$ cat src/design/pht_ram.sv
`default_nettype none

module pht_ram #(
  parameter int WIDTH = 8,
  parameter int DEPTH = 2
) (
  input  wire logic                     clk_i,
  input  wire logic                     we_i,
  input  wire logic [$clog2(DEPTH)-1:0] waddr_i,
  input  wire logic [WIDTH-1:0]         wdata_i,
  input  wire logic                     re_i,
  input  wire logic [$clog2(DEPTH)-1:0] raddr_i,
  output logic      [WIDTH-1:0]         rdata_o
);

  logic [WIDTH-1:0] mem_q [DEPTH];
  logic [WIDTH-1:0] rdata_q;

  always_ff @(posedge clk_i) begin
    if (we_i) begin
      mem_q[waddr_i] <= wdata_i;
    end
    if (re_i) begin
      rdata_q <= mem_q[raddr_i];
    end
  end

  assign rdata_o = rdata_q;

endmodule

`default_nettype wire

$ cat config.mk
export PLATFORM = sky130hd
export DESIGN_NAME = pht_ram
export DESIGN_NICKNAME = d
export VERILOG_FILES = /design/src/design/pht_ram.sv
export SDC_FILE = /design/constraint.sdc
export NUM_CORES = 1
export LEC_CHECK = 0
export ABC_AREA = 1
export BUFFER_PORTS_ARGS = -buffer_cell sky130_fd_sc_hd__buf_4
export CORE_MARGIN = 2
export CORE_UTILIZATION = 30
export DETAILED_ROUTE_END_ITERATION = 6
export GPL_TIMING_DRIVEN = 0
export RECOVER_POWER = 50
export REMOVE_ABC_BUFFERS = 1
export SYNTH_ARGS = -nofsm -noshare
export SYNTH_HDL_FRONTEND = slang
export SYNTH_SLANG_ARGS = --single-unit
$ cat constraint.sdc
create_clock -name clk_i -period 1.2 [get_ports clk_i]
set_input_delay 0 -clock clk_i [delete_from_list [all_inputs] [get_ports clk_i]]
set_output_delay 0 -clock clk_i [all_outputs]
set_load 0.05 [all_outputs]
; Yosys cells after proc, flatten, opt, wreduce, memory -nomap -nowiden
; Memories as Yosys holds them, arrays and structs flattened. A register that Yosys moved wholly into a read port is not among the register bits.
; Cells that the tools add are included.
[totals]
regBits = 0
mem_bits_rw = 16
in_bits = 13
wordCells = 3
n_memories = 1
[mem_list]
columns = memory, words, width, read_ports, rd_ports_with_merged_regs, wr, line_no
row1 = mem_q, 2, 8, 1, 1, 1, 16  ; logic [WIDTH-1:0] mem_q [DEPTH];
[classes]
n_mux = 2
[ops]
columns = operator, count
row1 = $mux 1, 2

; Depth between registers and ports, before layout
; Gate-level depths: netlist (run 1).
[logic_depth]
depth_word = 2
depth_mapped = 4
mapped_depth_nobuf = 3

; Worst setup path before layout (run 1)
; No wires, ideal clock.
[synth_timing]
path_type = input to register
startpoint = input port we_i
endpoint = memory mem_q[0][0] (enable)
setup_ns = 0.371
arrival_time_ns = 0.389
path_slack_ns = 0.440
path_stages = 2
cell_sequence = inv_1 > nor2_1
[synth_via]
elab_chain_len = 2
[synth_rtl]
columns = element, line_no
row1 = from (decl), 8  ; input wire logic we_i,
row2 = $mux 1, 20  ; if (we_i) begin
row3 = $mux 1 (not written as such), 21  ; mem_q[waddr_i] <= wdata_i;
row4 = to (decl), 16
; Every way passes these cells.

; Worst setup path after layout (run 1)
[layout_timing]
startpoint = register rdata_q[5], in the netlist rdata_o[5], read port of mem_q
endpoint = output port rdata_o[5]
[layout_rtl]
columns = element, line_no
row1 = from (decl), 17  ; logic [WIDTH-1:0] rdata_q;
row2 = to (decl), 13  ; output logic [WIDTH-1:0] rdata_o
; No word-level cell between the ends.

==> results of run 1 <==
[cells in the final DEF (no fill, tap or decap)]
cell / instances
edfxtp_1: 24
inv_2: 1
nand2_1: 25
buf_4: 10
nor2_1: 1
clkbuf_4: 11
dlygate4sd3_1: 9
inv_1: 2
clkbuf_1: 2
clkinv_1: 1
[per-layer routing]
metal  up-vias  global-route usage
met2        11               0.138
met1       208              0.0905
met5         -                   0
met4         0              0.0598
met3         2              0.0136
li1        246                   -
[per-stage QoR]
| step | hold WS (ns) | instances | worst slack [ns] | instance area [um2] |
|---|---|---|---|---|
| 4_1_cts | 0.0309 | 117 | 0.282 | 1130 |
| 5_1_grt | 0.0498 | 117 | 0.241 | 1130 |
| 2_1_floorplan | 0.0989 | 53 | 0.440 | 830 |
| 3_5_place_dp | 0.189 | 104 | 0.174 | 1020 |
| 3_3_place_gp | 0.185 | 104 | 0.173 | 1020 |
| 6_report | 0.0357 | 117 | 0.306 | 1130 |
[path summary, 6_finish.rpt]
path                            cells after the start          to         from  slack, ns
worst max register to register                      2  rdata_o[2]  mem_q[1][2]       0.46
worst min register to register                      2  rdata_o[4]  mem_q[0][4]       0.52
worst min-delay path                                3  rdata_o[1]      raddr_i       0.04
worst max-delay path                                1  rdata_o[5]   rdata_o[5]       0.31
[what timing repair did]
action                    in CTS  in global routing
hold buffers                   9                  0
gates resized for setup        0                  0
hold endpoints to repair      24                  0
setup buffers                  0                  0
[registers in the layout (all words and copies together), names as in the netlist]
name and flops:
rdata_o 8, mem_q 16
[kinds of logic after synthesis]
| group | after synthesis | share of synthesized area |
|---|---|---|
| and+or+nand+nor | 26 | 0.116 |
| DFF | 24 | 0.857 |
| buffers and inverters | 4 | 0.0268 |
[power breakdown]
part | leakage (nW) | internal (mW) | total, mW | switching [mW]
combinational | 0.217 | 0.0753 | 0.196 | 0.121
clock | 0.0154 | 0.121 | 0.336 | 0.215
sequential | 0.230 | 0.989 | 1.00 | 0.0139
total | 0.462 | 1.18 | 1.53 | 0.350
[cell type report]
cell class                 instances  area [um2]
inverter                           3        11.3
clock inverter                     1        3.75
multi-input combinational         26        97.6
sequential                        24         721
fill                             262        1580
clock buffer                       3        22.5
timing repair buffer              29         233
tap                               31        38.8
==> impl_metrics.yaml, run 1 <==
detailed_routing:
  ant_nets: 0
  dr_wl_met2_um: 637
  routed-wl-met3_um: 43
  totalWireLength_um: 1150
  wl_met1_um: 452
  viasPerCell: 3.99
  dr.first_iter.drc_count: 6
  drcViolationCount: 0
  first_pass_iters: 4
  wl_per_cell_um: 9.81
  vias: 467
  top_layer: "met4"
worst_setup_path:
  slowest_stage: "edfxtp_1"
  cp_top_family: "flip-flops"
  required_ns: 1.20
  cpPeakStageDelay_ns: 0.39
  critPathArrivalTime_ns: 0.89
  cp-end-kind: "output pin"
  crit_fanout: 1
  critical_path_class: "reg -> out"
  crit_buf_inv: 1
  cp_cell_sequence: "buf_4"
  cp-start-kind: "flop"
placement:
  portBuffers: 20
  dp_hpwl_um: 846
  gp_congestion: 0.615
sta:
  slew_headroom: 0.575
  setup_viol: 0
  hold_viol: 0
  finalMaxSlewViolations: 0
  max_freq_mhz: 1120
  skew_ns: 0.00639
  finalSetupTns_ns: 0
  fin_crit_sh: 0.745
  tightest_slew_ns: 0.635
  period_minus_slack_ns: 0.894
  rsz0062_at_grt: "false"
synth:
  synth-edff-count: 24
  netlist_instances: 54
  synth_seq_cells: 24
  yosysWarnings: 0
  async_reset_ff_frac: 0
  ys_top_cells_by_count: "25 x nand2_1, 24 x edfxtp_1, 2 x inv_1"
  syn_area_per_cell_um2: 15.6
  synth_cell_types: 6
  seq_area_frac_synth: 0.857
  synthTopCellsByArea: "edfxtp_1 86%, nand2_1 11%, buf_6 1.3%"
  synth_area_um2: 841
  synth.top_cell.area_share: 0.857
  yosysMostFrequentCell: "nand2_1"
  ys.flop_type: "edfxtp_1"
  synth_top_cell_by_area: "edfxtp_1"
floorplan:
  fp.dieW_um: 56.9
  start_util: 0.310
  die_area_mm2: 0.00324
  rows: 19
  core_mm2: 0.00271
  fp.dieH_um: 56.9
  ios: 21
cts:
  cts-buffers-inserted: 3
  clk_latency_ns: 0.30
  cts.clk_slew.worst_paths_ns: 0.12
  numClockSinks: 24
  htree_levels: 1
  cts_max_path_buffers: 2
  cts_tree: "done"
  ctsRootBufferMaster: "clkbuf_4"
global_routing:
  gr-total-overflow: 0
  grt_pass1_vias: 475
  grt_pass1_wl_um: 1990
  antenna_found_initial: 0
  track_usage: 0.0809
  grt_max_degree: 14
power_and_ir_drop:
  p_total_mw: 1.53
  cellPowerDensity_mw_per_mm2: 1360
  vdd_ir_drop_max_mv: 0.885
  p_leak_nw: 0.462
status:
  status: "complete, no violations"
finish:
  num-nets-final: 100
  syn_to_final_growth_pct: 34.1
  utilization: 0.416
  drive_gt1_frac: 0.256
  n_antenna_cell: 0
worst_hold_path:
  hold_path.class: "in -> reg"
job:
  maxCapViolCount: 0
Power figures use the tool's default switching activity.
==> inputs of run 2 (changes only) <==
--- a/config.mk
+++ b/config.mk
@@ -5,7 +5,7 @@
 export SDC_FILE = /design/constraint.sdc
 export NUM_CORES = 1
 export LEC_CHECK = 0
-export ABC_AREA = 1
+export ABC_AREA = 0
 export BUFFER_PORTS_ARGS = -buffer_cell sky130_fd_sc_hd__buf_4
 export CORE_MARGIN = 2
 export CORE_UTILIZATION = 30
==> constraint.sdc (replaced) <==
create_clock -name clk_i -period 0.8 [get_ports clk_i]
set_input_delay 0 -clock clk_i [delete_from_list [all_inputs] [get_ports clk_i]]
set_output_delay 0 -clock clk_i [all_outputs]
set_load 0.05 [all_outputs]
==> impl_metrics.yaml, run 2 <==
finish:
  final_common_cell: "edfxtp_1"
  regMostFlops: "mem_q"
  drive_gt1_frac: 0.463
  utilization: 0.431
  final_cell_mix: "24 x edfxtp_1, 10 x clkbuf_4, 9 x dlygate4sd3_1, 8 x mux2_4, 8 x buf_6"
  largest_register_ffs: 16
  syn_to_final_growth_pct: 37.5
  n_antenna_cell: 0
  num-nets-final: 81
floorplan:
  rows: 19
  core_mm2: 0.00276
  fp.dieW_um: 57.7
  fp.dieH_um: 57.7
  die_area_mm2: 0.00333
  ios: 21
  start_util: 0.314
placement:
  portBuffers: 20
  gp_congestion: 0.600
  pre_cts_slack_ns: -0.272
worst_setup_path:
  required_ns: 0.87
  cp-end-kind: "flop"
  crit_buf_inv: 0
  startpoint: "mem_q[1][7]"
  cpPeakStageDelay_ns: 0.40
  slowest_stage: "edfxtp_1"
  cp_top_family: "flip-flops"
  timing.rr.start: "mem_q[1][7]"
  cp_cell_sequence: "mux2_4"
  critical_path_class: "reg -> reg"
  crit_fanout: 1
  cp-start-kind: "flop"
  critPathArrivalTime_ns: 0.96
global_routing:
  grt_max_degree: 14
  antenna_found_initial: 0
  gr-total-overflow: 0
  track_usage: 0.0770
  grt_pass1_vias: 402
  grt_pass1_wl_um: 1750
detailed_routing:
  first_pass_iters: 3
  totalWireLength_um: 1150
  top_layer: "met4"
  wl_met1_um: 471
  dr.first_iter.drc_count: 3
  viasPerCell: 4.05
  dr_wl_met2_um: 610
  vias: 397
  wl_per_cell_um: 11.7
  ant_nets: 0
  routed-wl-met3_um: 53
  drcViolationCount: 0
cts:
  cts.clk_slew.worst_paths_ns: 0.12
  clk_latency_ns: 0.30
  cts_setup_buffers: 0
  ctsRootBufferMaster: "clkbuf_4"
  cts_tree: "done"
  cts-buffers-inserted: 3
  numClockSinks: 24
  htree_levels: 1
  cts_max_path_buffers: 2
power_and_ir_drop:
  cellPowerDensity_mw_per_mm2: 1990
  swShare: 0.222
  p_sw_uw: 524
  vdd_ir_drop_max_mv: 1.28
  power.internal_mw: 1.84
  p_comb_frac: 0.147
  p_seq_frac: 0.639
  clockPowerShare: 0.214
  p_leak_nw: 0.456
synth:
  yosysWarnings: 0
  synth_seq_cells: 24
  ys.flop_type: "edfxtp_1"
  seq_area_frac_synth: 0.834
  async_reset_ff_frac: 0
  synth-edff-count: 24
  yosysMostFrequentCell: "edfxtp_1"
  synth_cell_types: 5
  synth_top_cell_by_area: "edfxtp_1"
  synth_area_um2: 865
  synthTopCellsByArea: "edfxtp_1 83%, mux2_4 14%, buf_6 1.3%"
  netlist_instances: 35
  synth.top_cell.area_share: 0.834
  syn_area_per_cell_um2: 24.7
  ys_top_cells_by_count: "24 x edfxtp_1, 8 x mux2_4, 1 x and2_1, 1 x buf_6, 1 x nor2b_1"
sta:
  skew_ns: 0.00260
  tightest_slew_ns: 0.708
  hold_viol: 0
  fin_crit_sh: 1.11
  setup_viol: 16
  slew_headroom: 0.527
  finalMaxSlewViolations: 0
  setup_ws_ns: -0.0907
  max_freq_mhz: 1120
  period_minus_slack_ns: 0.891
  rsz0062_at_grt: "true"
job:
  maxCapViolCount: 0
status:
  status: "finished with violations"
  violations: "setup timing"
worst_hold_path:
  hold_path.class: "in -> reg"
  hp-start: "raddr_i"
-- run 2: layout make-up --
| cell class | instances | area [um2] |
|---|---|---|
| fillers | 243 | 1570 |
| clock buffers | 3 | 22.5 |
| multi-input cells | 10 | 133 |
| repair buffers | 29 | 270 |
| well taps | 31 | 38.8 |
| clock inverters | 1 | 3.75 |
| flip-flops and latches | 24 | 721 |
-- run 2: path summary, 6_finish.rpt --
check | end | slack [ns] | cells past startpoint
worst max-delay path | rdata_o[7] | -0.09 | 1
worst min-delay path | rdata_o[4] | 0.15 | 2
worst max register to register | rdata_o[7] | -0.09 | 1
worst min register to register | rdata_o[7] | 0.56 | 1
-- run 2: per-stage QoR --
step | hold WS, ns | setup TNS, ns | total power, mW | instances | cell area [um2]
6_report | 0.147 | -1.13 | 2.36 | 98 | 1190
5_1_grt | 0.139 | -1.72 | 2.47 | 98 | 1190
4_1_cts | 0.125 | -1.33 | 2.40 | 98 | 1190
3_5_place_dp | 0.188 | -2.76 | 1.84 | 85 | 1040
3_3_place_gp | 0.185 | -2.68 | 1.83 | 85 | 1040
2_1_floorplan | 0.0989 | -0.403 | 1.71 | 34 | 853
-- run 2: what timing repair did --
| action | 4_1_cts | 5_1_grt |
|---|---|---|
| hold buffers | 9 | 0 |
| gates resized for setup | 8 | 0 |
| endpoints found under the hold margin | 24 | 0 |
| endpoints found under the setup margin | 16 | 16 |
-- run 2: kinds of logic (layout without fill, tap and decap cells) --
| kind of cell | Yosys count | after routing | share of synthesized area |
|---|---|---|---|
| flops | 24 | 24 | 0.834 |
| mux | 8 | 8 | 0.139 |
| buf+inv | 1 | 33 | 0.0130 |
| simple gates | 2 | 2 | 0.0145 |
-- run 2: power by group through the flow --
stage | Combinational (mW) | Clock, mW | Sequential [mW]
after global placement | 0.297 | 0 | 1.53
after global routing | 0.365 | 0.588 | 1.52
after floorplan | 0.0729 | 0 | 1.64
final | 0.347 | 0.507 | 1.51
after detailed placement | 0.301 | 0 | 1.54
after CTS | 0.354 | 0.535 | 1.51
-- run 2: routing by layer --
metal  vias to the layer above  GRT usage
met3                         2     0.0268
met1                       182     0.0756
met4                         0     0.0498
met5                         -          0
li1                        201          -
met2                        12      0.136
